### src/md5_pkg.sv
// md5_pkg: shared types, constants and round helpers for the md5 digest engine
// used by md5_round_unit and md5_digest_engine; no dependencies
`default_nettype none

package md5_pkg;

    // chaining word initial values h0..h3
    localparam logic [31:0] IV_H0 = 32'h67452301;
    localparam logic [31:0] IV_H1 = 32'hefcdab89;
    localparam logic [31:0] IV_H2 = 32'h98badcfe;
    localparam logic [31:0] IV_H3 = 32'h10325476;

    // pad marker byte, slot positions of the length words, bytes per word, last digest index and last round
    localparam logic [7:0] PAD_BYTE   = 8'h80;
    localparam logic [3:0] SLOT_LEN_LO = 4'd14;
    localparam logic [3:0] SLOT_LEN_HI = 4'd15;
    localparam logic [2:0] FULL_BYTES  = 3'd4;
    localparam logic [1:0] LAST_INDEX  = 2'd3;
    localparam logic [5:0] LAST_ROUND  = 6'd63;

    // per-round additive constants
    localparam logic [31:0] SINE_K [64] = '{
        32'hd76aa478, 32'he8c7b756, 32'h242070db, 32'hc1bdceee,
        32'hf57c0faf, 32'h4787c62a, 32'ha8304613, 32'hfd469501,
        32'h698098d8, 32'h8b44f7af, 32'hffff5bb1, 32'h895cd7be,
        32'h6b901122, 32'hfd987193, 32'ha679438e, 32'h49b40821,
        32'hf61e2562, 32'hc040b340, 32'h265e5a51, 32'he9b6c7aa,
        32'hd62f105d, 32'h02441453, 32'hd8a1e681, 32'he7d3fbc8,
        32'h21e1cde6, 32'hc33707d6, 32'hf4d50d87, 32'h455a14ed,
        32'ha9e3e905, 32'hfcefa3f8, 32'h676f02d9, 32'h8d2a4c8a,
        32'hfffa3942, 32'h8771f681, 32'h6d9d6122, 32'hfde5380c,
        32'ha4beea44, 32'h4bdecfa9, 32'hf6bb4b60, 32'hbebfbc70,
        32'h289b7ec6, 32'heaa127fa, 32'hd4ef3085, 32'h04881d05,
        32'hd9d4d039, 32'he6db99e5, 32'h1fa27cf8, 32'hc4ac5665,
        32'hf4292244, 32'h432aff97, 32'hab9423a7, 32'hfc93a039,
        32'h655b59c3, 32'h8f0ccc92, 32'hffeff47d, 32'h85845dd1,
        32'h6fa87e4f, 32'hfe2ce6e0, 32'ha3014314, 32'h4e0811a1,
        32'hf7537e82, 32'hbd3af235, 32'h2ad7d2bb, 32'heb86d391
    };

    // input-side sequencer states
    typedef enum logic [1:0] {
        ST_IDLE,
        ST_PAD,
        ST_BLOCK,
        ST_OUT
    } eng_state_t;

    // round unit states
    typedef enum logic [1:0] {
        RU_IDLE,
        RU_LOAD,
        RU_ROUND,
        RU_ADD
    } ru_state_t;

    typedef logic [3:0][31:0] chain_t;

    // control from the sequencer into the round unit
    typedef struct packed {
        logic        start;
        logic        clear_chain;
        logic        wr_en;
        logic [3:0]  wr_addr;
        logic [31:0] wr_data;
    } ru_ctrl_t;

    // status from the round unit
    typedef struct packed {
        logic   done;
        chain_t chain;
    } ru_stat_t;

    // message word index used by a round
    function automatic logic [3:0] msg_index(input logic [5:0] rnd);
        logic [3:0] lo;
        logic [3:0] idx;
        lo = rnd[3:0];
        case (rnd[5:4])
            2'd0:    idx = lo;
            2'd1:    idx = 4'(lo * 4'd5 + 4'd1);
            2'd2:    idx = 4'(lo * 4'd3 + 4'd5);
            default: idx = 4'(lo * 4'd7);
        endcase
        return idx;
    endfunction

    // left rotate amount of a round
    function automatic logic [4:0] rot_amount(input logic [5:0] rnd);
        logic [4:0] amt;
        case ({rnd[5:4], rnd[1:0]})
            4'b0000: amt = 5'd7;
            4'b0001: amt = 5'd12;
            4'b0010: amt = 5'd17;
            4'b0011: amt = 5'd22;
            4'b0100: amt = 5'd5;
            4'b0101: amt = 5'd9;
            4'b0110: amt = 5'd14;
            4'b0111: amt = 5'd20;
            4'b1000: amt = 5'd4;
            4'b1001: amt = 5'd11;
            4'b1010: amt = 5'd16;
            4'b1011: amt = 5'd23;
            4'b1100: amt = 5'd6;
            4'b1101: amt = 5'd10;
            4'b1110: amt = 5'd15;
            default: amt = 5'd21;
        endcase
        return amt;
    endfunction

    function automatic logic [31:0] rotl32(input logic [31:0] x, input logic [4:0] n);
        logic [63:0] dbl;
        dbl = {x, x} << n;
        return dbl[63:32];
    endfunction

endpackage

`default_nettype wire

### src/md5_digest_engine.sv
// md5_digest_engine: stream in little-endian message words, stream out h0..h3
// input: one message word per cycle while the input is open; every 16th word starts a
// block run (load, 64 rounds from the block memory, chaining add) with input held off
// last word: padding writes and one or two block runs, then four digest transfers
// on the master side
// reset: chaining words to the md5 initial values, counters and flags to zero
`default_nettype none

module md5_digest_engine
    import md5_pkg::*;
(
    input  wire logic        clk,
    input  wire logic        rst_n,
    input  wire logic        s_tvalid,
    output logic             s_tready,
    input  wire logic [31:0] s_tdata,   // msg_word[31:0]
    input  wire logic [2:0]  s_tuser,   // valid_bytes[2:0]
    input  wire logic        s_tlast,   // last_word
    output logic             m_tvalid,
    input  wire logic        m_tready,
    output logic [31:0]      m_tdata,   // digest_word[31:0]
    output logic [1:0]       m_tuser,   // digest_index[1:0]
    output logic             m_tlast    // digest_last
);

    eng_state_t  state_reg, state_next;
    logic [3:0]  slot_reg, slot_next;
    logic [63:0] byte_total_reg, byte_total_next;
    logic        pend_pad_reg, pend_pad_next;
    logic        len_lo_reg, len_lo_next;
    logic        fin_reg, fin_next;
    logic        pad_reg, pad_next;
    logic [1:0]  idx_reg, idx_next;

    ru_ctrl_t    ctrl;
    ru_stat_t    stat;

    logic        in_fire;
    logic        out_fire;
    logic [2:0]  nb_clip;
    logic [31:0] tail_word;
    logic [31:0] pad_word;
    logic [63:0] bit_len;

    md5_round_unit u_round
    (
        .clk   (clk),
        .rst_n (rst_n),
        .ctrl  (ctrl),
        .stat  (stat)
    );

    assign in_fire  = s_tvalid && s_tready;
    assign out_fire = m_tvalid && m_tready;
    assign nb_clip  = (s_tuser > FULL_BYTES) ? FULL_BYTES : s_tuser;
    assign bit_len  = {byte_total_reg[60:0], 3'b000};

    // final word: keep valid lanes, pad byte in the first empty lane if there is one
    always_comb
    begin
        case (nb_clip)
            3'd0:    tail_word = {24'd0, PAD_BYTE};
            3'd1:    tail_word = {16'd0, PAD_BYTE, s_tdata[7:0]};
            3'd2:    tail_word = {8'd0, PAD_BYTE, s_tdata[15:0]};
            3'd3:    tail_word = {PAD_BYTE, s_tdata[23:0]};
            default: tail_word = s_tdata;
        endcase
    end

    // padding word for the current slot
    always_comb
    begin
        if (pend_pad_reg)
            pad_word = {24'd0, PAD_BYTE};
        else if (slot_reg == SLOT_LEN_LO)
            pad_word = bit_len[31:0];
        else if (slot_reg == SLOT_LEN_HI && len_lo_reg)
            pad_word = bit_len[63:32];
        else
            pad_word = 32'd0;
    end

    // next state
    always_comb
    begin
        state_next = state_reg;
        case (state_reg)
            ST_IDLE:
            begin
                if (in_fire)
                begin
                    if (slot_reg == SLOT_LEN_HI)
                        state_next = ST_BLOCK;
                    else if (s_tlast)
                        state_next = ST_PAD;
                end
            end
            ST_PAD:
            begin
                if (slot_reg == SLOT_LEN_HI)
                    state_next = ST_BLOCK;
            end
            ST_BLOCK:
            begin
                if (stat.done)
                begin
                    if (fin_reg)
                        state_next = ST_OUT;
                    else if (pad_reg)
                        state_next = ST_PAD;
                    else
                        state_next = ST_IDLE;
                end
            end
            ST_OUT:
            begin
                if (out_fire && idx_reg == LAST_INDEX)
                    state_next = ST_IDLE;
            end
            default:
            begin
                state_next = ST_IDLE;
            end
        endcase
    end

    // handshake and round unit control
    always_comb
    begin
        s_tready          = (state_reg == ST_IDLE);
        m_tvalid          = (state_reg == ST_OUT);
        ctrl.start        = 1'b0;
        ctrl.clear_chain  = 1'b0;
        ctrl.wr_en        = 1'b0;
        ctrl.wr_addr      = slot_reg;
        ctrl.wr_data      = pad_word;
        case (state_reg)
            ST_IDLE:
            begin
                if (in_fire)
                begin
                    ctrl.wr_en   = 1'b1;
                    ctrl.wr_data = s_tlast ? tail_word : s_tdata;
                    ctrl.start   = (slot_reg == SLOT_LEN_HI);
                end
            end
            ST_PAD:
            begin
                ctrl.wr_en = 1'b1;
                ctrl.start = (slot_reg == SLOT_LEN_HI);
            end
            ST_OUT:
            begin
                ctrl.clear_chain = out_fire && (idx_reg == LAST_INDEX);
            end
            default:
            begin
                ctrl.wr_en = 1'b0;
            end
        endcase
    end

    // digest output straight from the chaining registers
    assign m_tdata = stat.chain[idx_reg];
    assign m_tuser = idx_reg;
    assign m_tlast = (idx_reg == LAST_INDEX);

    // counters and padding flags
    always_comb
    begin
        slot_next       = slot_reg;
        byte_total_next = byte_total_reg;
        pend_pad_next   = pend_pad_reg;
        len_lo_next     = len_lo_reg;
        fin_next        = fin_reg;
        pad_next        = pad_reg;
        idx_next        = idx_reg;
        case (state_reg)
            ST_IDLE:
            begin
                if (in_fire)
                begin
                    slot_next = 4'(slot_reg + 4'd1);
                    if (s_tlast)
                    begin
                        byte_total_next = byte_total_reg + 64'(nb_clip);
                        pad_next        = 1'b1;
                        pend_pad_next   = (nb_clip == FULL_BYTES);
                    end
                    else
                    begin
                        byte_total_next = byte_total_reg + 64'(FULL_BYTES);
                    end
                end
            end
            ST_PAD:
            begin
                slot_next = 4'(slot_reg + 4'd1);
                if (pend_pad_reg)
                    pend_pad_next = 1'b0;
                else if (slot_reg == SLOT_LEN_LO)
                    len_lo_next = 1'b1;
                else if (slot_reg == SLOT_LEN_HI && len_lo_reg)
                    fin_next = 1'b1;
            end
            ST_OUT:
            begin
                if (out_fire)
                begin
                    idx_next = 2'(idx_reg + 2'd1);
                    if (idx_reg == LAST_INDEX)
                    begin
                        byte_total_next = 64'd0;
                        pad_next        = 1'b0;
                        len_lo_next     = 1'b0;
                        fin_next        = 1'b0;
                        pend_pad_next   = 1'b0;
                    end
                end
            end
            default:
            begin
                idx_next = idx_reg;
            end
        endcase
    end

    always_ff @(posedge clk or negedge rst_n)
    begin
        if (!rst_n)
        begin
            state_reg      <= ST_IDLE;
            slot_reg       <= 4'd0;
            byte_total_reg <= 64'd0;
            pend_pad_reg   <= 1'b0;
            len_lo_reg     <= 1'b0;
            fin_reg        <= 1'b0;
            pad_reg        <= 1'b0;
            idx_reg        <= 2'd0;
        end
        else
        begin
            state_reg      <= state_next;
            slot_reg       <= slot_next;
            byte_total_reg <= byte_total_next;
            pend_pad_reg   <= pend_pad_next;
            len_lo_reg     <= len_lo_next;
            fin_reg        <= fin_next;
            pad_reg        <= pad_next;
            idx_reg        <= idx_next;
        end
    end

endmodule

`default_nettype wire

### src/md5_round_unit.sv
// md5_round_unit: block word memory, a/b/c/d working registers and chaining words
// runs one md5 round per cycle out of the memory; depends on md5_pkg
`default_nettype none

module md5_round_unit
    import md5_pkg::*;
(
    input  wire logic     clk,
    input  wire logic     rst_n,
    input  wire ru_ctrl_t ctrl,
    output ru_stat_t      stat
);

    ru_state_t   state_reg, state_next;
    logic [5:0]  rnd_reg, rnd_next;
    logic [31:0] a_reg, b_reg, c_reg, d_reg;
    logic [31:0] a_next, b_next, c_next, d_next;
    chain_t      chain_reg, chain_next;

    // block word memory, one write and one registered read per cycle
    logic [31:0] block_mem [16];
    logic [3:0]  rd_addr;
    logic [31:0] rd_data_reg;

    logic [31:0] f_val;
    logic [31:0] round_sum;
    logic [31:0] b_new;

    always_ff @(posedge clk)
    begin
        if (ctrl.wr_en)
        begin
            block_mem[ctrl.wr_addr] <= ctrl.wr_data;
        end
        rd_data_reg <= block_mem[rd_addr];
    end

    // read one round ahead so the word lands with its round
    assign rd_addr = (state_reg == RU_LOAD) ? 4'd0 : msg_index(6'(rnd_reg + 6'd1));

    // next state
    always_comb
    begin
        state_next = state_reg;
        case (state_reg)
            RU_IDLE:  if (ctrl.start) state_next = RU_LOAD;
            RU_LOAD:  state_next = RU_ROUND;
            RU_ROUND: if (rnd_reg == LAST_ROUND) state_next = RU_ADD;
            RU_ADD:   state_next = RU_IDLE;
            default:  state_next = RU_IDLE;
        endcase
    end

    // outputs
    always_comb
    begin
        stat.done  = (state_reg == RU_ADD);
        stat.chain = chain_reg;
    end

    // round function
    always_comb
    begin
        case (rnd_reg[5:4])
            2'd0:    f_val = (b_reg & c_reg) | (~b_reg & d_reg);
            2'd1:    f_val = (d_reg & b_reg) | (~d_reg & c_reg);
            2'd2:    f_val = b_reg ^ c_reg ^ d_reg;
            default: f_val = c_reg ^ (b_reg | ~d_reg);
        endcase
        round_sum = a_reg + f_val + SINE_K[rnd_reg] + rd_data_reg;
        b_new     = b_reg + rotl32(round_sum, rot_amount(rnd_reg));
    end

    // working register and chaining updates
    always_comb
    begin
        rnd_next   = rnd_reg;
        a_next     = a_reg;
        b_next     = b_reg;
        c_next     = c_reg;
        d_next     = d_reg;
        chain_next = chain_reg;
        case (state_reg)
            RU_LOAD:
            begin
                rnd_next = 6'd0;
                a_next   = chain_reg[0];
                b_next   = chain_reg[1];
                c_next   = chain_reg[2];
                d_next   = chain_reg[3];
            end
            RU_ROUND:
            begin
                rnd_next = 6'(rnd_reg + 6'd1);
                a_next   = d_reg;
                d_next   = c_reg;
                c_next   = b_reg;
                b_next   = b_new;
            end
            RU_ADD:
            begin
                chain_next[0] = chain_reg[0] + a_reg;
                chain_next[1] = chain_reg[1] + b_reg;
                chain_next[2] = chain_reg[2] + c_reg;
                chain_next[3] = chain_reg[3] + d_reg;
            end
            default:
            begin
                rnd_next = rnd_reg;
            end
        endcase
        if (ctrl.clear_chain)
        begin
            chain_next = {IV_H3, IV_H2, IV_H1, IV_H0};
        end
    end

    always_ff @(posedge clk or negedge rst_n)
    begin
        if (!rst_n)
        begin
            state_reg <= RU_IDLE;
            rnd_reg   <= 6'd0;
            a_reg     <= 32'd0;
            b_reg     <= 32'd0;
            c_reg     <= 32'd0;
            d_reg     <= 32'd0;
            chain_reg <= {IV_H3, IV_H2, IV_H1, IV_H0};
        end
        else
        begin
            state_reg <= state_next;
            rnd_reg   <= rnd_next;
            a_reg     <= a_next;
            b_reg     <= b_next;
            c_reg     <= c_next;
            d_reg     <= d_next;
            chain_reg <= chain_next;
        end
    end

endmodule

`default_nettype wire

### config.mk
export PLATFORM = sky130hd
export DESIGN_NAME = md5_digest_engine
export DESIGN_NICKNAME = d
export VERILOG_FILES = /design/src/md5_pkg.sv /design/src/md5_digest_engine.sv /design/src/md5_round_unit.sv
export SDC_FILE = /design/constraint.sdc
export NUM_CORES = 2
export LEC_CHECK = 0
export BUFFER_PORTS_ARGS = -buffer_cell sky130_fd_sc_hd__clkbuf_2
export CAP_MARGIN = 5
export CORE_MARGIN = 1
export CORE_UTILIZATION = 38
export CTS_CLUSTER_SIZE = 28
export DETAILED_ROUTE_END_ITERATION = 8
export GPL_ROUTABILITY_DRIVEN = 0
export HOLD_SLACK_MARGIN = 0.08
export RECOVER_POWER = 50
export SYNTH_ARGS = -nofsm -noshare
export SYNTH_HDL_FRONTEND = slang
export SYNTH_SLANG_ARGS = --single-unit
### constraint.sdc
create_clock -name clk -period 12.5 [get_ports clk]
set_input_delay 2.5 -clock clk [delete_from_list [all_inputs] [get_ports clk]]
set_output_delay 2.5 -clock clk [all_outputs]
set_load 0.005 [all_outputs]
==> results <==
- The insertion delay to the later sink of the worst-skew pair is 750 ps.
- Measured against its own limit, the worst slew margin works out to -434%.
- The largest single stage delay on the critical path is 800 ps.
- The min-delay analysis places its worst path in the category register to register.
- The clock passes through at most 3 buffers.
- Based on the critical path, the design can be clocked at up to 90.4 MHz.
- The checks that failed: design-rule violations, max-capacitance violations, max-slew violations.
- The horizontal die dimension is 381 um.
- The starting density of the core is 38.4%.
- After synthesis, the cell types taking the most area are sky130_fd_sc_hd__edfxtp_1, sky130_fd_sc_hd__dfrtp_1, sky130_fd_sc_hd__mux4_2, sky130_fd_sc_hd__ha_1, sky130_fd_sc_hd__mux2i_1.
- The number of nets in the layout is 5,454.
- Setup violations remaining at the end of the flow were counted as 0.
- The number of antenna violations at the first check in global routing is 3.
- The flow ran to the end, but the final reports show violations.
- The CTS root buffer is sky130_fd_sc_hd__clkbuf_16.
- After clock tree synthesis, the setup repair step added 0 buffers.
- The worst setup slack after placement is 2010 ps.
- The count of endpoints failing hold in the final timing report is 0.
- The area occupied by registers is 24,500 um^2.
- Dividing the synthesized area by the synthesized cell count gives 10.6 um^2.
- The number of synthesized flops with an enable pin is 512.
- The tool flagged a number of max-cap violations equal to 21.
- The die outline area is 145,000 um^2.
- Setup repair after global routing left no endpoint under its margin.
- The number of pins with negative max-slew slack in the final report came to 1,136.
- The clock transition at the registers of the reported paths is 60 ps.
- Before antenna repair, the detailed router went through 9 iterations.
- In this design, the critical path's most frequently occurring cell is sky130_fd_sc_hd__a21oi_1.
- After floorplanning, the core was sized to cover 142,000 um^2.
- For this run, the register share of the synthesized area comes to 44.9%.
- The cell with the biggest individual delay on the critical path is sky130_fd_sc_hd__a2111oi_0.
- The residual DRC count is 27.
- After routing the design area is 59,900 um^2.
- The number of primary I/O pins is 77.
- The post-synth net total is 5,483.
- Synthesis produced 5,149 cells.
- Dividing the final minimum period by the clock period gives 88.5%.
- Buffers placed on the I/O ports in this run total 76.
- The worst setup path category is register to register.
- The first-pass GRT wire length is 248 mm.
- In this run the cell area measured after placement is 57,000 um^2.
- The number of clock buffers added by TritonCTS is 91.
- Entering global routing, the biggest net connects 187 pins.
- The per-cell via count in the routed design is 5.84.
- The number of buffers added to fix hold violations after cts is 0.
- The slew at the pin closest to its max-slew limit is 8020 ps.
- The die is 381 um tall.
- The final layout contains routed wiring with a total length of 165 mm.
- After detailed routing, the average wire length per cell comes to 23.3 um.
- The arrival time reported for the critical path endpoint is 11,380 ps.
- The share of cells above drive strength 1 is 11.6%.
- Yosys printed 0 warnings.
- The layout filler cell count is 13.5k.
- The total global routing track utilization is 22.2%.
- The data required time at the worst endpoint is 12,820 ps.
- Counting every sink on the clock net gives 881.
- The final route contains 41.4k vias.
- In this run the worst path has a maximum fanout of 22.
- The worst path needs 11,060 ps of the cycle, external delays included.
- The sum of net half-perimeters after detailed placement is 111 mm.
- The kind of end point of the critical path is a register.
- 0 antenna diodes ended up in the layout.
- The H-tree was split into 3 levels.
- Compared with the post-synthesis result, the final layout area differs by 9.75%.
- In this run the register-to-register setup slack is 1440 ps.
- For this run, asynchronously set or reset flops after synthesis account for 38.3%.
- Setup total negative slack on the finished layout was measured at 0 ps.
- The summed instance area of the synthesized netlist is 54,600 um^2.
- Once the clock tree was built, the resizer swapped 0 gates to a different size.
- The worst setup margin is 1440 ps.
- The clock arrives with 76.2 ps of skew.
- The startpoint kind of the worst setup timing path is a register.
- The most used flip-flop cell after synthesis is sky130_fd_sc_hd__edfxtp_1.
- The multi-input combinational cells in the finished layout cover a total of 28,100 um^2.
- In this run, the number of DRC markers left after iteration 0 of detailed routing was 4,602.
- The synthesis-stage register bit count is 881.
- The cell row count is 138.
- TritonCTS built the clock tree.
- In this run the biggest area consumer among cell types represents 28.2% of the synthesized area.
- The register with the most flip-flops in the layout has 512 of them.
- Summed over all layers, the global routing overflow is 0.
- The biggest area consumer among synthesized cells is sky130_fd_sc_hd__edfxtp_1.
- The number of global-route vias before repair is 39.3k.
- The netlist uses 107 different library cells.
- The count of nets left with antenna violations after detail routing is 0.
through the flow:
step,hold WS (ps),util [%],instances
after floorplan,462,-,5149
after global placement,470,40.1,6917
after detailed placement,486,40.1,6917
after CTS,495,42.3,7088
after global routing,529,42.2,7088
final,490,42.2,7088
logic make-up (layout without fill, tap and decap cells):
kind of cell               after synthesis  after routing  share of synthesized area (%)
AOI/OAI and AO/OA                     1369           1369                           15.3
buffers and inverters                  526            575                           3.91
muxes                                  465            465                           12.6
xor gates and xnor gates               282            282                           4.52
adders and majority gates              295            295                           7.69
and+or+nand+nor                       1331           1331                           11.1
DFF                                    881            881                           44.9
routing by layer:
metal,share of wire (%),GRT usage (%),vias to the layer above,wire (um)
met2,46,35.6,1568,76700
met1,43,30.1,20600,70900
met4,3.9,8.16,2,6480
li1,-,-,18900,-
met5,0.011,0,-,18
met3,6.7,3.79,370,11000
critical path, delay by kind of cell (launching register included):
kind / cells / cell delay (ps)
adders and majority gates: 6 / 2950
buffers and inverters: 6 / 950
DFF: 1 / 320
and+or+nand+nor: 7 / 1440
xor gates and xnor gates: 2 / 340
AOI/OAI and AO/OA: 18 / 3860
muxes: 2 / 730
area by class of cell:
cell class | count | area share, %
clock buffers | 124 | 4.14
inverters | 240 | 1.52
clock inverters | 47 | 0.959
flip-flops and latches | 881 | 41.0
multi-input cells | 3742 | 46.9
well taps | 1890 | 3.95
repair buffers | 164 | 1.58
synth_stat cells, types with 12 or more instances:
cell type and number:
sky130_fd_sc_hd__buf_2 21, sky130_fd_sc_hd__o21ai_0 294, sky130_fd_sc_hd__o22ai_1 15, sky130_fd_sc_hd__nand4_1 28, sky130_fd_sc_hd__nor3_1 67, sky130_fd_sc_hd__buf_6 12, sky130_fd_sc_hd__a2111oi_0 12, sky130_fd_sc_hd__mux2_2 29
sky130_fd_sc_hd__dfstp_2 64, sky130_fd_sc_hd__dfxtp_1 32, sky130_fd_sc_hd__xor2_1 76, sky130_fd_sc_hd__nor2b_1 97, sky130_fd_sc_hd__a21o_1 87, sky130_fd_sc_hd__nor2_1 498, sky130_fd_sc_hd__buf_1 57, sky130_fd_sc_hd__o31ai_1 12
sky130_fd_sc_hd__a31oi_1 71, sky130_fd_sc_hd__mux4_2 172, sky130_fd_sc_hd__o21ai_1 27, sky130_fd_sc_hd__nand2b_1 32, sky130_fd_sc_hd__edfxtp_1 512, sky130_fd_sc_hd__o211ai_1 37, sky130_fd_sc_hd__a22oi_1 38, sky130_fd_sc_hd__nand3_1 101
sky130_fd_sc_hd__and3_1 30, sky130_fd_sc_hd__fa_1 68, sky130_fd_sc_hd__mux2i_1 260, sky130_fd_sc_hd__clkbuf_1 189, sky130_fd_sc_hd__or3_1 26, sky130_fd_sc_hd__xnor2_1 206, sky130_fd_sc_hd__inv_1 234, sky130_fd_sc_hd__a211oi_1 68
sky130_fd_sc_hd__o21a_1 29, sky130_fd_sc_hd__ha_1 226, sky130_fd_sc_hd__dfrtp_1 273, sky130_fd_sc_hd__o21bai_1 30, sky130_fd_sc_hd__a21oi_1 508, sky130_fd_sc_hd__and2_1 16, sky130_fd_sc_hd__nand2_1 373
layout by cell type, fill, tap and decap left out, types with 38 or more instances in the layout:
master / Yosys / final
sky130_fd_sc_hd__clkbuf_16: 0 / 91
sky130_fd_sc_hd__nand3_1: 101 / 100
sky130_fd_sc_hd__edfxtp_1: 512 / 512
sky130_fd_sc_hd__mux2i_1: 260 / 260
sky130_fd_sc_hd__clkbuf_1: 189 / 60
sky130_fd_sc_hd__mux4_2: 172 / 172
sky130_fd_sc_hd__inv_1: 234 / 233
sky130_fd_sc_hd__o21ai_0: 294 / 288
sky130_fd_sc_hd__a31oi_1: 71 / 71
sky130_fd_sc_hd__dfstp_2: 64 / 64
sky130_fd_sc_hd__xor2_1: 76 / 76
sky130_fd_sc_hd__a21o_1: 87 / 87
sky130_fd_sc_hd__a211oi_1: 68 / 68
sky130_fd_sc_hd__ha_1: 226 / 225
sky130_fd_sc_hd__nor2b_1: 97 / 97
sky130_fd_sc_hd__a21oi_1: 508 / 507
sky130_fd_sc_hd__dfrtp_1: 273 / 267
sky130_fd_sc_hd__buf_4: 5 / 55
sky130_fd_sc_hd__clkbuf_2: 0 / 72
sky130_fd_sc_hd__nor3_1: 67 / 63
sky130_fd_sc_hd__nand2_1: 373 / 373
sky130_fd_sc_hd__xnor2_1: 206 / 204
sky130_fd_sc_hd__nor2_1: 498 / 488
sky130_fd_sc_hd__a22oi_1: 38 / 38
sky130_fd_sc_hd__fa_1: 68 / 68
final timing paths:
check                      cells past startpoint                 end                from
setup reg to reg                              41   u_round.b_reg[30]  u_round.rnd_reg[1]
setup / recovery                              41   u_round.b_reg[30]  u_round.rnd_reg[1]
hold reg to reg                                1          m_tuser[0]          m_tuser[0]
hold / removal                                 1          m_tuser[0]          m_tuser[0]
min in group asynchronous                      1    u_round.stat[80]               rst_n
max in group asynchronous                      3  byte_total_reg[41]               rst_n
Power is not shown: default switching activity piles up to over one toggle a cycle in this logic, so the estimate is an artifact.
